<file path="src/hw/rtl/uer_pkg.sv">
package uer_pkg;

    localparam int CHANNELS   = 6;
    localparam int TIME_BITS  = 32;
    localparam int KIND_W     = 2;
    localparam int CH_W       = 3;
    localparam int CH_IDX_W   = (CHANNELS > 1) ? $clog2(CHANNELS) : 1;
    localparam int OUT_W      = 32;
    localparam int DIV_W      = 16;
    localparam int TRIG_W     = 10;
    localparam int CFG_IDX_W  = 2;
    localparam int CFG_DATA_W = 16;
    localparam int CNT_W      = $clog2(TIME_BITS);

    localparam logic [KIND_W-1:0] KIND_TICK    = 2'd0;
    localparam logic [KIND_W-1:0] KIND_ECHO    = 2'd1;
    localparam logic [KIND_W-1:0] KIND_TRIGGER = 2'd2;
    localparam logic [KIND_W-1:0] KIND_READ    = 2'd3;

    localparam logic [CFG_IDX_W-1:0] REG_DIVISOR = 2'd0;
    localparam logic [CFG_IDX_W-1:0] REG_TRIGGER = 2'd1;

    localparam logic [DIV_W-1:0]  DIVISOR_RESET = 16'd58;
    localparam logic [TRIG_W-1:0] TRIGGER_RESET = 10'd10;

    typedef struct packed {
        logic accept;
        logic div_start;
        logic div_step;
        logic load_out;
    } uer_cmd_t;

    typedef struct packed {
        logic needs_div;
        logic out_free;
    } uer_sts_t;

endpackage

</file>
<file path="src/hw/rtl/uer_ifs.sv">
interface uer_item_if;
    logic                        valid;
    logic                        ready;
    logic [uer_pkg::KIND_W-1:0]  kind;
    logic [uer_pkg::CH_W-1:0]    channel;

    modport source (output valid, kind, channel, input ready);
    modport sink   (input valid, kind, channel, output ready);
endinterface

interface uer_result_if;
    logic                        valid;
    logic                        ready;
    logic                        trigger_level;
    logic                        measure_done;
    logic [uer_pkg::CH_W-1:0]    channel_out;
    logic [uer_pkg::OUT_W-1:0]   pulse_width;
    logic [uer_pkg::OUT_W-1:0]   distance;

    modport source (output valid, trigger_level, measure_done, channel_out, pulse_width,
                    distance, input ready);
    modport sink   (input valid, trigger_level, measure_done, channel_out, pulse_width,
                    distance, output ready);
endinterface

interface uer_cfg_if;
    logic                            valid;
    logic                            ready;
    logic [uer_pkg::CFG_IDX_W-1:0]   index;
    logic [uer_pkg::CFG_DATA_W-1:0]  data;

    modport source (output valid, index, data, input ready);
    modport sink   (input valid, index, data, output ready);
endinterface

</file>
<file path="src/hw/rtl/uer_datapath.sv">
module uer_datapath
(
    input  logic                             clk,
    input  logic                             rst_n,
    input  uer_pkg::uer_cmd_t                cmd,
    output uer_pkg::uer_sts_t                sts,
    input  logic [uer_pkg::KIND_W-1:0]       kind,
    input  logic [uer_pkg::CH_W-1:0]         channel,
    input  logic                             cfg_valid,
    input  logic [uer_pkg::CFG_IDX_W-1:0]    cfg_index,
    input  logic [uer_pkg::CFG_DATA_W-1:0]   cfg_data,
    input  logic                             out_ready,
    output logic                             out_valid,
    output logic                             trigger_level,
    output logic                             measure_done,
    output logic [uer_pkg::CH_W-1:0]         channel_out,
    output logic [uer_pkg::OUT_W-1:0]        pulse_width,
    output logic [uer_pkg::OUT_W-1:0]        distance
);

    logic [uer_pkg::DIV_W-1:0]      divisor_reg;
    logic [uer_pkg::TRIG_W-1:0]     trig_ticks_reg;
    logic [uer_pkg::TIME_BITS-1:0]  time_reg;
    logic [uer_pkg::TRIG_W-1:0]     trig_rem_reg;
    logic                           echo_high_reg [uer_pkg::CHANNELS];
    logic [uer_pkg::TIME_BITS-1:0]  stamp_reg     [uer_pkg::CHANNELS];
    logic [uer_pkg::TIME_BITS-1:0]  width_reg     [uer_pkg::CHANNELS];

    logic [uer_pkg::KIND_W-1:0]     kind_reg;
    logic [uer_pkg::CH_W-1:0]       ch_reg;
    logic                           done_reg;

    logic [uer_pkg::DIV_W-1:0]      rem_reg;
    logic [uer_pkg::TIME_BITS-1:0]  quo_reg;

    logic                           out_valid_reg;
    logic                           trig_out_reg;
    logic                           done_out_reg;
    logic [uer_pkg::CH_W-1:0]       ch_out_reg;
    logic [uer_pkg::OUT_W-1:0]      width_out_reg;
    logic [uer_pkg::OUT_W-1:0]      dist_out_reg;

    logic                           in_range;
    logic [uer_pkg::CH_IDX_W-1:0]   in_idx;
    logic                           echo_hit;
    logic                           item_range;
    logic [uer_pkg::CH_IDX_W-1:0]   item_idx;
    logic                           chan_kind;
    logic [uer_pkg::DIV_W:0]        trial;
    logic [uer_pkg::DIV_W:0]        diff;
    logic                           q_bit;

    assign in_range   = int'(channel) < uer_pkg::CHANNELS;
    assign in_idx     = channel[uer_pkg::CH_IDX_W-1:0];
    assign echo_hit   = cmd.accept && (kind == uer_pkg::KIND_ECHO) && in_range;
    assign item_range = int'(ch_reg) < uer_pkg::CHANNELS;
    assign item_idx   = ch_reg[uer_pkg::CH_IDX_W-1:0];
    assign chan_kind  = (kind_reg == uer_pkg::KIND_ECHO) || (kind_reg == uer_pkg::KIND_READ);

    assign sts.needs_div = chan_kind && item_range;
    assign sts.out_free  = !out_valid_reg || out_ready;

    // restoring divide; a zero divisor yields all ones on its own
    assign trial = {rem_reg, quo_reg[uer_pkg::TIME_BITS-1]};
    assign diff  = trial - {1'b0, divisor_reg};
    assign q_bit = trial >= {1'b0, divisor_reg};

    always_ff @(posedge clk or negedge rst_n)
    begin
        if (!rst_n)
        begin
            divisor_reg    <= uer_pkg::DIVISOR_RESET;
            trig_ticks_reg <= uer_pkg::TRIGGER_RESET;
        end
        else if (cfg_valid)
        begin
            case (cfg_index)
                uer_pkg::REG_DIVISOR: divisor_reg    <= cfg_data;
                uer_pkg::REG_TRIGGER: trig_ticks_reg <= cfg_data[uer_pkg::TRIG_W-1:0];
                default: ;
            endcase
        end
    end

    always_ff @(posedge clk or negedge rst_n)
    begin
        if (!rst_n)
        begin
            time_reg     <= '0;
            trig_rem_reg <= '0;
        end
        else if (cmd.accept)
        begin
            if (kind == uer_pkg::KIND_TICK)
            begin
                time_reg <= time_reg + 1'b1;
                if (trig_rem_reg != '0)
                begin
                    trig_rem_reg <= trig_rem_reg - 1'b1;
                end
            end
            else if (kind == uer_pkg::KIND_TRIGGER)
            begin
                trig_rem_reg <= trig_ticks_reg;
            end
        end
    end

    always_ff @(posedge clk or negedge rst_n)
    begin
        if (!rst_n)
        begin
            for (int i = 0; i < uer_pkg::CHANNELS; i++)
            begin
                echo_high_reg[i] <= 1'b0;
                stamp_reg[i]     <= '0;
                width_reg[i]     <= '0;
            end
        end
        else if (echo_hit)
        begin
            echo_high_reg[in_idx] <= !echo_high_reg[in_idx];
            if (!echo_high_reg[in_idx])
            begin
                stamp_reg[in_idx] <= time_reg;
            end
            else
            begin
                width_reg[in_idx] <= time_reg - stamp_reg[in_idx];
            end
        end
    end

    always_ff @(posedge clk)
    begin
        if (cmd.accept)
        begin
            kind_reg <= kind;
            ch_reg   <= channel;
            done_reg <= echo_hit && echo_high_reg[in_idx];
        end
    end

    always_ff @(posedge clk)
    begin
        if (cmd.div_start)
        begin
            rem_reg <= '0;
            quo_reg <= width_reg[item_idx];
        end
        else if (cmd.div_step)
        begin
            rem_reg <= q_bit ? diff[uer_pkg::DIV_W-1:0] : trial[uer_pkg::DIV_W-1:0];
            quo_reg <= {quo_reg[uer_pkg::TIME_BITS-2:0], q_bit};
        end
    end

    always_ff @(posedge clk or negedge rst_n)
    begin
        if (!rst_n)
        begin
            out_valid_reg <= 1'b0;
        end
        else if (cmd.load_out)
        begin
            out_valid_reg <= 1'b1;
        end
        else if (out_ready)
        begin
            out_valid_reg <= 1'b0;
        end
    end

    always_ff @(posedge clk)
    begin
        if (cmd.load_out)
        begin
            trig_out_reg  <= trig_rem_reg != '0;
            done_out_reg  <= done_reg;
            ch_out_reg    <= chan_kind ? ch_reg : '0;
            width_out_reg <= sts.needs_div ? uer_pkg::OUT_W'(width_reg[item_idx]) : '0;
            dist_out_reg  <= sts.needs_div ? uer_pkg::OUT_W'(quo_reg) : '0;
        end
    end

    assign out_valid     = out_valid_reg;
    assign trigger_level = trig_out_reg;
    assign measure_done  = done_out_reg;
    assign channel_out   = ch_out_reg;
    assign pulse_width   = width_out_reg;
    assign distance      = dist_out_reg;

    a_load_only_free: assert property (@(posedge clk) disable iff (!rst_n)
        cmd.load_out |-> sts.out_free)
        else $error("result register overwritten while held");

    a_load_sets_valid: assert property (@(posedge clk) disable iff (!rst_n)
        cmd.load_out |=> out_valid_reg)
        else $error("result not presented after load");

    a_tick_advances: assert property (@(posedge clk) disable iff (!rst_n)
        cmd.accept && kind == uer_pkg::KIND_TICK |=> time_reg == $past(time_reg) + 1'b1)
        else $error("time counter did not advance on tick");

endmodule

</file>
<file path="src/hw/rtl/uer_ctrl.sv">
module uer_ctrl
(
    input  logic               clk,
    input  logic               rst_n,
    input  logic               in_valid,
    output logic               in_ready,
    input  uer_pkg::uer_sts_t  sts,
    output uer_pkg::uer_cmd_t  cmd
);

    localparam logic [1:0] S_IDLE  = 2'd0;
    localparam logic [1:0] S_START = 2'd1;
    localparam logic [1:0] S_DIV   = 2'd2;
    localparam logic [1:0] S_PEND  = 2'd3;

    localparam logic [uer_pkg::CNT_W-1:0] CNT_LAST = uer_pkg::CNT_W'(uer_pkg::TIME_BITS - 1);

    logic [1:0]                 state_reg;
    logic [1:0]                 state_next;
    logic [uer_pkg::CNT_W-1:0]  cnt_reg;
    logic [uer_pkg::CNT_W-1:0]  cnt_next;

    assign in_ready = state_reg == S_IDLE;

    always_comb
    begin
        state_next    = state_reg;
        cnt_next      = cnt_reg;
        cmd.accept    = 1'b0;
        cmd.div_start = 1'b0;
        cmd.div_step  = 1'b0;
        cmd.load_out  = 1'b0;
        case (state_reg)
            S_IDLE:
            begin
                if (in_valid)
                begin
                    cmd.accept = 1'b1;
                    state_next = S_START;
                end
            end
            S_START:
            begin
                if (sts.needs_div)
                begin
                    cmd.div_start = 1'b1;
                    cnt_next      = '0;
                    state_next    = S_DIV;
                end
                else
                begin
                    state_next = S_PEND;
                end
            end
            S_DIV:
            begin
                cmd.div_step = 1'b1;
                cnt_next     = cnt_reg + 1'b1;
                if (cnt_reg == CNT_LAST)
                begin
                    state_next = S_PEND;
                end
            end
            S_PEND:
            begin
                if (sts.out_free)
                begin
                    cmd.load_out = 1'b1;
                    state_next   = S_IDLE;
                end
            end
            default:
            begin
                state_next = S_IDLE;
            end
        endcase
    end

    always_ff @(posedge clk or negedge rst_n)
    begin
        if (!rst_n)
        begin
            state_reg <= S_IDLE;
            cnt_reg   <= '0;
        end
        else
        begin
            state_reg <= state_next;
            cnt_reg   <= cnt_next;
        end
    end

    a_div_ends: assert property (@(posedge clk) disable iff (!rst_n)
        state_reg == S_DIV && cnt_reg == CNT_LAST |=> state_reg == S_PEND)
        else $error("divide did not finish after full count");

    a_skip_div: assert property (@(posedge clk) disable iff (!rst_n)
        state_reg == S_START && !sts.needs_div |=> state_reg == S_PEND)
        else $error("item without divide did not go to result");

    a_accept_idle: assert property (@(posedge clk) disable iff (!rst_n)
        cmd.accept |=> state_reg == S_START)
        else $error("accepted word not processed");

endmodule

</file>
<file path="src/hw/rtl/ultrasonic_echo_ranger.sv">
// Multi-channel ultrasonic echo ranger.
// item (sink): one word per event: kind 0 is a one-microsecond tick, 1 an echo
//   edge on channel, 2 starts the trigger pulse, 3 reads a channel's distance.
// result (source): exactly one word per item: trigger level after the item,
//   measurement-done flag, channel, last pulse width and width / divisor.
// cfg (sink): always ready; index 0 writes the distance divisor, index 1 the
//   trigger length in ticks; other indexes are dropped. Write only while idle.
// Timing: ticks and trigger items pass from acceptance through the START and PEND
//   states to the result register; echo and read items on a valid channel run a
//   one-bit-per-cycle restoring divider between START and PEND. One item is worked
//   on at a time: a new item is accepted only once the last one is in the result register.
// The result register lets the next item be accepted while a word waits; a
//   stalled receiver holds the block only once a second result is ready.
// Reset clears the time counter, trigger countdown, echo levels, stamps and
//   widths, and loads the register defaults (divisor 58, trigger 10 ticks).
module ultrasonic_echo_ranger
(
    input  logic          clk,
    input  logic          rst_n,
    uer_item_if.sink      item,
    uer_result_if.source  result,
    uer_cfg_if.sink       cfg
);

    uer_pkg::uer_cmd_t  cmd;
    uer_pkg::uer_sts_t  sts;

    assign cfg.ready = 1'b1;

    uer_ctrl u_ctrl
    (
        .clk      (clk),
        .rst_n    (rst_n),
        .in_valid (item.valid),
        .in_ready (item.ready),
        .sts      (sts),
        .cmd      (cmd)
    );

    uer_datapath u_datapath
    (
        .clk           (clk),
        .rst_n         (rst_n),
        .cmd           (cmd),
        .sts           (sts),
        .kind          (item.kind),
        .channel       (item.channel),
        .cfg_valid     (cfg.valid),
        .cfg_index     (cfg.index),
        .cfg_data      (cfg.data),
        .out_ready     (result.ready),
        .out_valid     (result.valid),
        .trigger_level (result.trigger_level),
        .measure_done  (result.measure_done),
        .channel_out   (result.channel_out),
        .pulse_width   (result.pulse_width),
        .distance      (result.distance)
    );

endmodule

</file>
<file path="src/flat_wrapper.sv">
// flat-port wrapper written by rule: the top's interface ports become plain ports
module ultrasonic_echo_ranger_flat 
  (clk, rst_n, item_valid, item_kind, item_channel, item_ready, result_valid, result_trigger_level, result_measure_done, result_channel_out, result_pulse_width, result_distance, result_ready, cfg_valid, cfg_index, cfg_data, cfg_ready);
  uer_item_if item_i ();
  uer_result_if result_i ();
  uer_cfg_if cfg_i ();
  input  logic clk;
  input  logic rst_n;
  input wire logic [$bits(item_i.valid)-1:0] item_valid;
  input wire logic [$bits(item_i.kind)-1:0] item_kind;
  input wire logic [$bits(item_i.channel)-1:0] item_channel;
  output wire logic [$bits(item_i.ready)-1:0] item_ready;
  output wire logic [$bits(result_i.valid)-1:0] result_valid;
  output wire logic [$bits(result_i.trigger_level)-1:0] result_trigger_level;
  output wire logic [$bits(result_i.measure_done)-1:0] result_measure_done;
  output wire logic [$bits(result_i.channel_out)-1:0] result_channel_out;
  output wire logic [$bits(result_i.pulse_width)-1:0] result_pulse_width;
  output wire logic [$bits(result_i.distance)-1:0] result_distance;
  input wire logic [$bits(result_i.ready)-1:0] result_ready;
  input wire logic [$bits(cfg_i.valid)-1:0] cfg_valid;
  input wire logic [$bits(cfg_i.index)-1:0] cfg_index;
  input wire logic [$bits(cfg_i.data)-1:0] cfg_data;
  output wire logic [$bits(cfg_i.ready)-1:0] cfg_ready;
  assign item_i.valid = item_valid;
  assign item_i.kind = item_kind;
  assign item_i.channel = item_channel;
  assign item_ready = item_i.ready;
  assign result_valid = result_i.valid;
  assign result_trigger_level = result_i.trigger_level;
  assign result_measure_done = result_i.measure_done;
  assign result_channel_out = result_i.channel_out;
  assign result_pulse_width = result_i.pulse_width;
  assign result_distance = result_i.distance;
  assign result_i.ready = result_ready;
  assign cfg_i.valid = cfg_valid;
  assign cfg_i.index = cfg_index;
  assign cfg_i.data = cfg_data;
  assign cfg_ready = cfg_i.ready;
  ultrasonic_echo_ranger u_core (.clk(clk), .rst_n(rst_n), .item(item_i), .result(result_i), .cfg(cfg_i));
endmodule
</file>
<file path="config.mk">
export PLATFORM = sky130hd
export DESIGN_NAME = ultrasonic_echo_ranger_flat
export DESIGN_NICKNAME = d
export VERILOG_FILES = /design/src/hw/rtl/uer_pkg.sv /design/src/hw/rtl/uer_ifs.sv /design/src/hw/rtl/uer_datapath.sv /design/src/hw/rtl/uer_ctrl.sv /design/src/hw/rtl/ultrasonic_echo_ranger.sv /design/src/flat_wrapper.sv
export SDC_FILE = /design/constraint.sdc
export NUM_CORES = 1
export LEC_CHECK = 0
export BUFFER_PORTS_ARGS = -buffer_cell sky130_fd_sc_hd__buf_2
export CAP_MARGIN = 20
export CORE_MARGIN = 2
export CORE_UTILIZATION = 46
export DETAILED_ROUTE_END_ITERATION = 10
export SETUP_SLACK_MARGIN = 0.3
export SLEW_MARGIN = 15
export SYNTH_ARGS = -nofsm -noshare
export SYNTH_HDL_FRONTEND = slang
export SYNTH_SLANG_ARGS = --single-unit
export TNS_END_PERCENT = 30
</file>
<file path="constraint.sdc">
create_clock -name clk -period 2.9 [get_ports clk]
set_input_delay 0.435 -clock clk [delete_from_list [all_inputs] [get_ports clk]]
set_output_delay 0.435 -clock clk [all_outputs]
set_load 0.03 [all_outputs]
</file>
# ---- Word-level counts from Yosys, hierarchy flattened
# Index checks and enable logic that the tools add are counted.
dict set report totals {
  reg_bits 589
  input_bits 28
  word_cells 126
}
dict set report op_classes {
  addsub 5
  magnitude_cmp 6
  eq_ne 14
  muxes 38
  bitwise 3
  n_reduce_logical 25
}
# op n
set ops {}
lappend ops {{$bwmux W192} 2}
lappend ops {{$mux W32} 7}
lappend ops {{$bmux W32 S3} 2}
lappend ops {{$demux W32 S3} 1}
lappend ops {{$add A32 B1 Y32 const B} 1}
lappend ops {{$sub A32 B32 Y32} 1}
lappend ops {{$mux W10} 3}
lappend ops {{$ge A17 B16 Y1} 1}
lappend ops {{$mux W16} 1}
lappend ops {{$sub A16 B16 Y16} 1}
lappend ops {{$mux W1} 13}
lappend ops {{$reduce_and A2 Y1} 6}
lappend ops {{$pmux W5 S2} 1}
lappend ops {{$reduce_bool A10 Y1} 1}
lappend ops {{$sub A10 B1 Y10 const B} 1}
lappend ops {{$eq A2 B1 Y1 const B} 4}
lappend ops {{$eq A2 B2 Y1 const B} 4}
lappend ops {{$ge A4 B4 Y1 const B} 2}
lappend ops {{$not A3 Y4} 2}
lappend ops {{$pmux W2 S4} 1}
lappend ops {{$reduce_bool A2 Y1} 4}
lappend ops {{$bwmux W6} 1}
lappend ops {{$logic_not A2 Y1} 3}
lappend ops {{$lt A3 B3 Y1 const B} 2}
lappend ops {{other kinds (14)} 26}

# ---- Longest topological paths before layout
# Gate-level depths: netlist of the first run.
dict set report depth {
  word_depth 6
  mapped_depth 18
}

# ---- Hierarchy
# Synthesis of the first run repeated with hierarchy kept, for this count alone.
dict set report hier_totals {
  cells_unflattened 2397
  hier_area_um2 27869.2
}
# module instances cells_per_inst area_per_inst_um2 seq_area_each_um2
set by_module_without_submodules {}
lappend by_module_without_submodules {uer_datapath 1 2347 27367.5 14996.9}
lappend by_module_without_submodules {uer_ctrl 1 48 490.5 175.2}
lappend by_module_without_submodules {ultrasonic_echo_ranger 1 2 11.3 0.0}

# ---- Least setup slack after synthesis of the first run
# OpenSTA, ideal clock, no wires.
dict set report synth_timing {
  kind {input to register}
  startpoint {in item_channel[2]}
  endpoint {reg u_core.u_datapath.width_reg[114] in the netlist's numbering}
  setup_time_ps 129
  t_arrival_ps 4083
  setup_slack_ps -1311
  path_stages 18
  n_path_buf 4
  path_cell_list {clkbuf_1 -> inv_1 -> and3_1 -> clkbuf_1 -> clkbuf_1 -> buf_1 -> a22oi_1 -> nand3_1 -> ha_1 -> inv_1 -> fa_1 -> a21o_1 -> a311o_1 -> a211o_2 -> a31o_4 -> a211oi_4 -> xor2_2 -> o21ai_1}
}
dict set report synth_between {
  elab_chain_cells 6
  word_cells_on_any_way 17
  cone_classes {add/sub: 1; order compare: 3; mux: 9; bitwise: 1; reduce/logical: 3}
}
# item line
set synth_rtl {}
lappend synth_rtl {{from (decl)} flat_wrapper.sv:11} ;# input wire logic [$bits(item_i.channel)-1:0] item_channel;
lappend synth_rtl {{$not A3 Y4 (not written as such)} {uer_datapath.sv:123, uer_datapath.sv:129}}
lappend synth_rtl {{$bmux W32 S3 (tied with other cells)} uer_datapath.sv:129} ;# width_reg[in_idx] <= time_reg - stamp_reg[in_idx];
lappend synth_rtl {{$mux W32 (not written as such) / $logic_and A1 B1 Y1 (equally long branches)} uer_datapath.sv:129}
lappend synth_rtl {{$mux W32 (not written as such)} uer_datapath.sv:129}
lappend synth_rtl {{$sub A32 B32 Y32 / $demux W32 S3 (equally long branches)} uer_datapath.sv:129}
lappend synth_rtl {{$bwmux W192} uer_datapath.sv:129}
lappend synth_rtl {{to (signal, indexed assignment)} uer_datapath.sv:129}
lappend synth_rtl {{to (decl)} uer_datapath.sv:27} ;# logic [uer_pkg::TIME_BITS-1:0] width_reg [uer_pkg::CHANNELS];
# Parallel ways exist; a longest one is shown, timed or not. The select of a mux whose other input is x is not followed.
# A chain may end at the register's enable or synchronous reset.

# ---- Worst setup path after layout of the first run
dict set report layout_timing {
  startpoint {reg u_core.u_datapath.stamp_reg[130] in the netlist's numbering}
  endpoint {reg u_core.u_datapath.width_reg[114] in the netlist's numbering}
}
dict set report layout_between {
  elab_chain_cells 5
}
# item line
set layout_rtl {}
lappend layout_rtl {{from (decl)} uer_datapath.sv:26} ;# logic [uer_pkg::TIME_BITS-1:0] stamp_reg [uer_pkg::CHANNELS];
lappend layout_rtl {{from (signal, indexed assignment)} uer_datapath.sv:125} ;# stamp_reg[in_idx] <= time_reg;
lappend layout_rtl {{$bmux W32 S3} uer_datapath.sv:129}
lappend layout_rtl {{$mux W32 (not written as such) (2 in series)} uer_datapath.sv:129}
lappend layout_rtl {{$sub A32 B32 Y32} uer_datapath.sv:129}
lappend layout_rtl {{$bwmux W192} uer_datapath.sv:129}
# No other way between the ends. The select of a mux whose other input is x is not followed.

==> reports/metrics.yaml, run 1 <==
grt:
  grt_pass1_vias: 21600
  grt_pass1_wl_mm: 119
  antenna_found_initial: 0
  overflow: 0
  grt_usage_pct: 23.5
  grt_max_degree: 90
power:
  p_comb_share_pct: 26.0
  power.switching_uw: 7800
  ir_worst_vdd_mv: 0.536
  p_leak_uw: 0.0160
  p_int_uw: 17000
  p_clk_share_pct: 33.2
  powerDensity_nw_per_um2: 705
  p_seq_share_pct: 40.8
  sw_frac_of_total_pct: 31.5
worst_setup_path:
  crit_arrival_ps: 3760
  worstSetupPathType: "register to register"
  required_ps: 3390
  cp_max_fo: 6
  crit_path_start_kind: "register"
  critPathLaunch: "u_core.u_datapath.stamp_reg[130]$_DFFE_PN0P_"
  r2r_start: "u_core.u_datapath.stamp_reg[130]$_DFFE_PN0P_"
  end_kind: "register"
detailed_routing:
  first_pass_iters: 6
  drt_iter0_markers: 1468
  wl_per_cell_microns: 20.0
  drc: 0
  via_count: 20800
  viasPerCell: 5.68
  drt-total-wl_mm: 73.4
  ant_nets: 0
synth:
  ys_async_sr_fraction_pct: 79.3
  ys_seq_elements: 588
  syn_nets: 2602
  yosysSeqAreaShare_pct: 54.3
  synth-edff-count: 106
  ys.flop_type: "dfrtp_1"
  post_synth_num_cell_types: 95
  syn_area_sq_um: 28000
  syn_avg_cell_area_sq_um: 11.1
  synthCells: 2516
  ys_warn_count: 0
place:
  placed_area_sq_um: 31400
  place_hpwl_mm: 49.1
  place_congestion: 0.875
  io_buffers: 98
  dpl_worst_slack_ps: -1160
  dpl.cell_count: 3509
worst_hold_path:
  hp-class: "input port to register"
  hp-start: "cfg_data[3]"
sta:
  worst_pin_slew_ps: 913
  rsz0062_at_grt: "true"
  fin_crit_sh_pct: 113
  skew_ps: 40.6
  worst_slack_ps: -369
  period_needed_ps: 3270
  maxSlewViolCount: 0
  fin_setup_tns_ps: -12960
  slew-limit-headroom_pct: 39.2
  timing.fmax_ghz: 0.306
  finalSetupViolCount: 96
  hold_viol: 0
floorplanning:
  core_sq_um: 60200
  die-area_sq_um: 62800
  die_width_microns: 251
  fp.dieH_microns: 251
  start_util_pct: 46.4
  top_level_ports: 100
  fp-row-count: 90
clock_tree:
  cts_tree: "built"
  clk_latency_ps: 650
  h-tree-depth: 2
  numCtsBuffers: 60
  cts.sinks: 588
  path_clk_slew_ps: 60
  cts-root-buf: "clkbuf_16"
  clk_path_buf_depth: 3
layout:
  final_cells: 3669
  finalNetCount: 2921
  area_growth_pct: 25.7
  drive_above_1_share_pct: 34.8
  diodes: 0
  final_area_sq_um: 35100
  finish.utilization_pct: 58.3
run_status:
  outcome: "finished with violations"
  violations: "setup timing"
run:
  max-cap-violations: 0
[final timing paths]
check | depth (start not counted) | slack (ps) | to
setup / recovery | 13 | -370 | u_core.u_datapath.width_reg[114]$_DFFE_PN0P_
hold / removal | 3 | 40 | u_core.u_datapath.divisor_reg[3]$_DFFE_PN1P_
setup reg to reg | 13 | -370 | u_core.u_datapath.width_reg[114]$_DFFE_PN0P_
hold reg to reg | 0 | 390 | u_core.u_datapath.measure_done$_DFFE_PP_
max in group asynchronous | 3 | 1660 | u_core.u_datapath.stamp_reg[116]$_DFFE_PN0P_
min in group asynchronous | 2 | 290 | u_core.u_datapath.divisor_reg[14]$_DFFE_PN0P_
[cells by family (layout without fill, tap and decap cells)]
| logic type | after synthesis | after routing | share of synthesized area (%) |
|---|---|---|---|
| AOI/OAI and AO/OA | 616 | 616 | 14.0 |
| xor gates and xnor gates | 60 | 60 | 1.93 |
| adders and majority gates | 58 | 58 | 2.65 |
| buffers and inverters | 219 | 590 | 3.17 |
| DFF | 588 | 588 | 54.3 |
| muxes | 282 | 282 | 12.6 |
| other | 1 | 1 | 0.0134 |
| and+or+nand+nor | 692 | 692 | 11.3 |
[placed cells by master, fill, tap and decap left out, types with 20 or more instances in the layout]
master	n
dfrtp_1	460
nand2_1	349
buf_4	265
mux2_2	219
o21ai_0	197
edfxtp_1	106
nor2_1	94
buf_2	94
a22oi_1	85
a21oi_1	68
clkbuf_16	62
o21ai_1	53
and3_1	49
ha_1	41
nand3_1	37
inv_1	33
xnor2_1	33
mux4_2	32
buf_12	30
buf_6	28
a221oi_2	23
nor3_1	22
a21o_1	21
mux2_4	20
[final cells by class]
type | instances | area (sq um)
fillers | 4927 | 25100
inverters | 44 | 181
clock inverters | 35 | 420
repair buffers | 432 | 3550
flip-flops and latches | 588 | 15200
clock buffers | 79 | 1720
multi-input cells | 1709 | 13100
well taps | 782 | 978
[layer usage]
metal,up-vias,global-route usage (%),share of wire (%)
li1,9784,-,-
met1,10400,33.1,46
met2,476,37.8,47
met3,159,3.33,4.1
met4,0,7.51,3.0
met5,-,0,0
[synthesized netlist by cell type (9+ instances only)]
cell | n | share of area (%)
dfrtp_1 | 460 | 41
nand2_1 | 354 | 4.8
o21ai_0 | 262 | 4.7
mux2_2 | 239 | 9.6
clkbuf_1 | 130 | 1.7
edfxtp_1 | 106 | 11
nor2_1 | 100 | 1.3
a22oi_1 | 92 | 2.5
a21oi_1 | 84 | 1.5
ha_1 | 56 | 2.5
and3_1 | 54 | 1.2
nand3_1 | 44 | 0.79
inv_1 | 42 | 0.56
xnor2_1 | 38 | 1.2
a221oi_1 | 32 | 1.0
mux4_2 | 32 | 2.6
buf_2 | 29 | 0.52
nor3_1 | 29 | 0.52
a21o_1 | 22 | 0.59
xor2_1 | 20 | 0.63
nand4_1 | 19 | 0.43
dfxtp_1 | 16 | 1.1
nor4_1 | 15 | 0.34
a211oi_1 | 13 | 0.35
and2_1 | 13 | 0.29
a211o_1 | 11 | 0.34
mux2i_1 | 11 | 0.39
nand2b_1 | 11 | 0.25
o21ai_1 | 10 | 0.18
or3_1 | 10 | 0.22
buf_1 | 9 | 0.12
or2_2 | 9 | 0.20
[stage by stage]
stage	hold WS (ps)	power, uW
2_1_floorplan	139	14000
3_3_place_gp	385	15900
5_1_grt	37.1	26000
3_5_place_dp	388	16100
4_1_cts	2.41	24600
6_report	38.1	24800
[power by group through the flow]
stage          Combinational, uW  Sequential, uW  Clock [uW]
2_1_floorplan               3260           10700           0
3_3_place_gp                5760           10200           0
3_5_place_dp                5840           10200           0
4_1_cts                     6160           10100        8380
5_1_grt                     7060           10200        8740
6_report                    6440           10100        8220
[what timing repair did]
action | CTS | global route
gates resized for setup | 177 | 116
setup buffers | 26 | 10
hold buffers | 10 | 0
pin swaps | 87 | 86
setup endpoints to repair | 173 | 184
endpoints found under the hold margin | 46 | 0
[critical path, stage by stage, from the launching register on]
cell	delay (ps)
dfrtp_1	400
a22oi_1	180
nand2_1	80
a221oi_2	180
ha_1	290
a21o_1	210
a311o_1	380
a211o_4	390
buf_6	120
a31o_4	240
a211oi_4	270
xor2_2	190
buf_6	150
o21ai_1	60
(Power assumes the default switching activity.)
==> run 2, diff against run 1 <==
clock period = 4.05 ns   (was 2.9 ns; I/O delays follow)
==> run 2 against run 1 <==
The flow now finishes without violations. Register-to-register slack better by 1200 ps. Global-route usage down 0.59 points. Worst hold slack better by 170 ps. Clock power down 27%. Count of clock-buffer cells in the layout up 16.
==> reports/metrics.yaml, run 2 (synthesis gave the netlist of run 1 again) <==
run_status:
  outcome: "complete, no violations"
clock_tree:
  cts.sinks: 588
  path_clk_slew_ps: 60
  clk_path_buf_depth: 3
  cts-root-buf: "clkbuf_16"
  numCtsBuffers: 66
  cts_tree: "built"
  h-tree-depth: 3
  clk_latency_ps: 610
floorplanning:
  die-area_sq_um: 62800
  start_util_pct: 46.4
  fp-row-count: 90
  top_level_ports: 100
  die_width_microns: 251
  fp.dieH_microns: 251
  core_sq_um: 60200
place:
  place_hpwl_mm: 47.3
  placed_area_sq_um: 30200
  io_buffers: 98
  place_congestion: 0.863
layout:
  final_area_sq_um: 32400
  drive_above_1_share_pct: 25.4
  diodes: 0
  layout_common_cells: "dfrtp_1 (460), nand2_1 (353), o21ai_0 (262)"
  finalNetCount: 2747
  final_common_cell: "dfrtp_1"
  area_growth_pct: 16.0
worst_setup_path:
  crit_arrival_ps: 4000
  required_ps: 4480
  r2r_cells: 12
  crit_slowest_cell: "a2111oi_0"
  worstSetupPathType: "input port to register"
  max_stage_delay_ps: 480
  r2r_slack_ps: 790
  r2r_end: "u_core.u_datapath.width_reg[183]$_DFFE_PN0P_"
  path_cells: "buf_2 > inv_4 > and3_1 > buf_12 > a22oi_1 > nand2_1 > a221oi_1 > ha_1 > o21ai_1 > a2111oi_0 > o21ai_0 > nand3_1 > a21oi_1 > o2111ai_1 > buf_4 > o21ai_0"
  crit_end: "u_core.u_datapath.width_reg[183]$_DFFE_PN0P_"
  critPathLaunch: "item_channel[2]"
  worst_path_most_repeated_cell: "o21ai_0"
  end_kind: "register"
  r2r_start: "u_core.u_datapath.stamp_reg[101]$_DFFE_PN0P_"
  crit_path_start_kind: "input port"
  cp_max_fo: 22
worst_hold_path:
  hp-start: "cfg_data[11]"
  hp-class: "input port to register"
sta:
  hold_viol: 0
  fin_crit_sh_pct: 88.3
  slew-limit-headroom_pct: 24.9
  timing.fmax_ghz: 0.280
  worst_pin_slew_ps: 1130
  skew_ps: 28.5
  finalSetupViolCount: 0
  period_needed_ps: 3580
  maxSlewViolCount: 0
  rsz0062_at_grt: "false"
power:
  power_uw: 17100
  p_leak_uw: 0.0148
  ir_worst_vdd_mv: 0.349
  powerDensity_nw_per_um2: 529
detailed_routing:
  drt_iter0_markers: 1330
  viasPerCell: 5.74
  via_count: 20000
  drc: 0
  ant_nets: 0
  drt-total-wl_mm: 70.6
  first_pass_iters: 5
  wl_per_cell_microns: 20.2
grt:
  overflow: 0
  grt_usage_pct: 22.9
  grt_pass1_vias: 20200
  grt_max_degree: 111
  grt_pass1_wl_mm: 115
  antenna_found_initial: 2
run:
  max-cap-violations: 0
[run 2: cell count changes in the layout (fill, tap and decap cells not counted), moves of 19 or more]
cell	previous run	this run
mux2_4	20	0
o21ai_0	197	262
o21ai_2	19	0
buf_4	265	133
a221oi_1	8	30
buf_6	28	0
a221oi_2	23	2
o21ai_1	53	10
mux2_2	219	239
[run 2: how the worst min path moves through the flow]
stage / end / slack, ps / cells after the start
after floorplan: u_core.u_ctrl.cnt_reg[0]$_DFFE_PN0P_ / 310 / 0
after global placement: u_core.u_datapath.measure_done$_DFFE_PP_ / 410 / 0
after detailed placement: u_core.u_datapath.measure_done$_DFFE_PP_ / 420 / 0
after CTS: u_core.u_datapath.divisor_reg[11]$_DFFE_PN0P_ / 180 / 3
after global routing: u_core.u_datapath.divisor_reg[15]$_DFFE_PN0P_ / 210 / 3
final: u_core.u_datapath.divisor_reg[11]$_DFFE_PN0P_ / 210 / 3
[run 2: report_power, final]
group,internal [uW],switching [uW],total [uW],leakage [uW]
clock network,3500,2480,5970,0.00106
registers,6880,363,7250,0.00754
logic,1330,2590,3910,0.00618
total,11700,5430,17100,0.0148
[run 2: through the flow]
step	std cells	setup WS, ps	TNS [ps]	hold slack [ps]	util [%]
6_report	3491	475	0	212	53.8
5_1_grt	3491	324	0	215	53.8
4_1_cts	3491	551	0	184	53.8
3_5_place_dp	3374	-101	-1620	416	50.2
3_3_place_gp	3374	-17.4	-102	412	50.2
2_1_floorplan	2516	268	0	312	-
[run 2: layer usage]
metal / GRT usage, % / vias to the layer above / wire length [microns]
met1: 32.7 / 9990 / 32900
met3: 3.16 / 117 / 3230
met5: 0 / - / 13
met4: 6.79 / 2 / 1620
met2: 36.7 / 497 / 32800
li1: - / 9417 / -
[run 2: final cells by class]
class	count	area [sq um]
clock inverter	21	277
tap	782	978
inverter	44	168
sequential	588	15200
timing repair buffer	252	1910
clock buffer	95	1900
fill	5189	27800
multi-input combinational	1709	12000
[run 2: what timing repair did]
| item | 4_1_cts | 5_1_grt |
|---|---|---|
| endpoints found under the hold margin | 53 | 0 |
| gates resized for setup | 0 | 1 |
| hold buffers | 1 | 0 |
| setup buffers | 0 | 0 |
| endpoints found under the setup margin | 0 | 6 |
[run 2: critical path: cells and delay by family]
kind / cells / cell delay, ps
buffers and inverters: 4 / 650
AND/OR/NAND/NOR: 3 / 510
AO/OA/AOI/OAI: 8 / 1910
adder cells (fa/ha/maj): 1 / 290
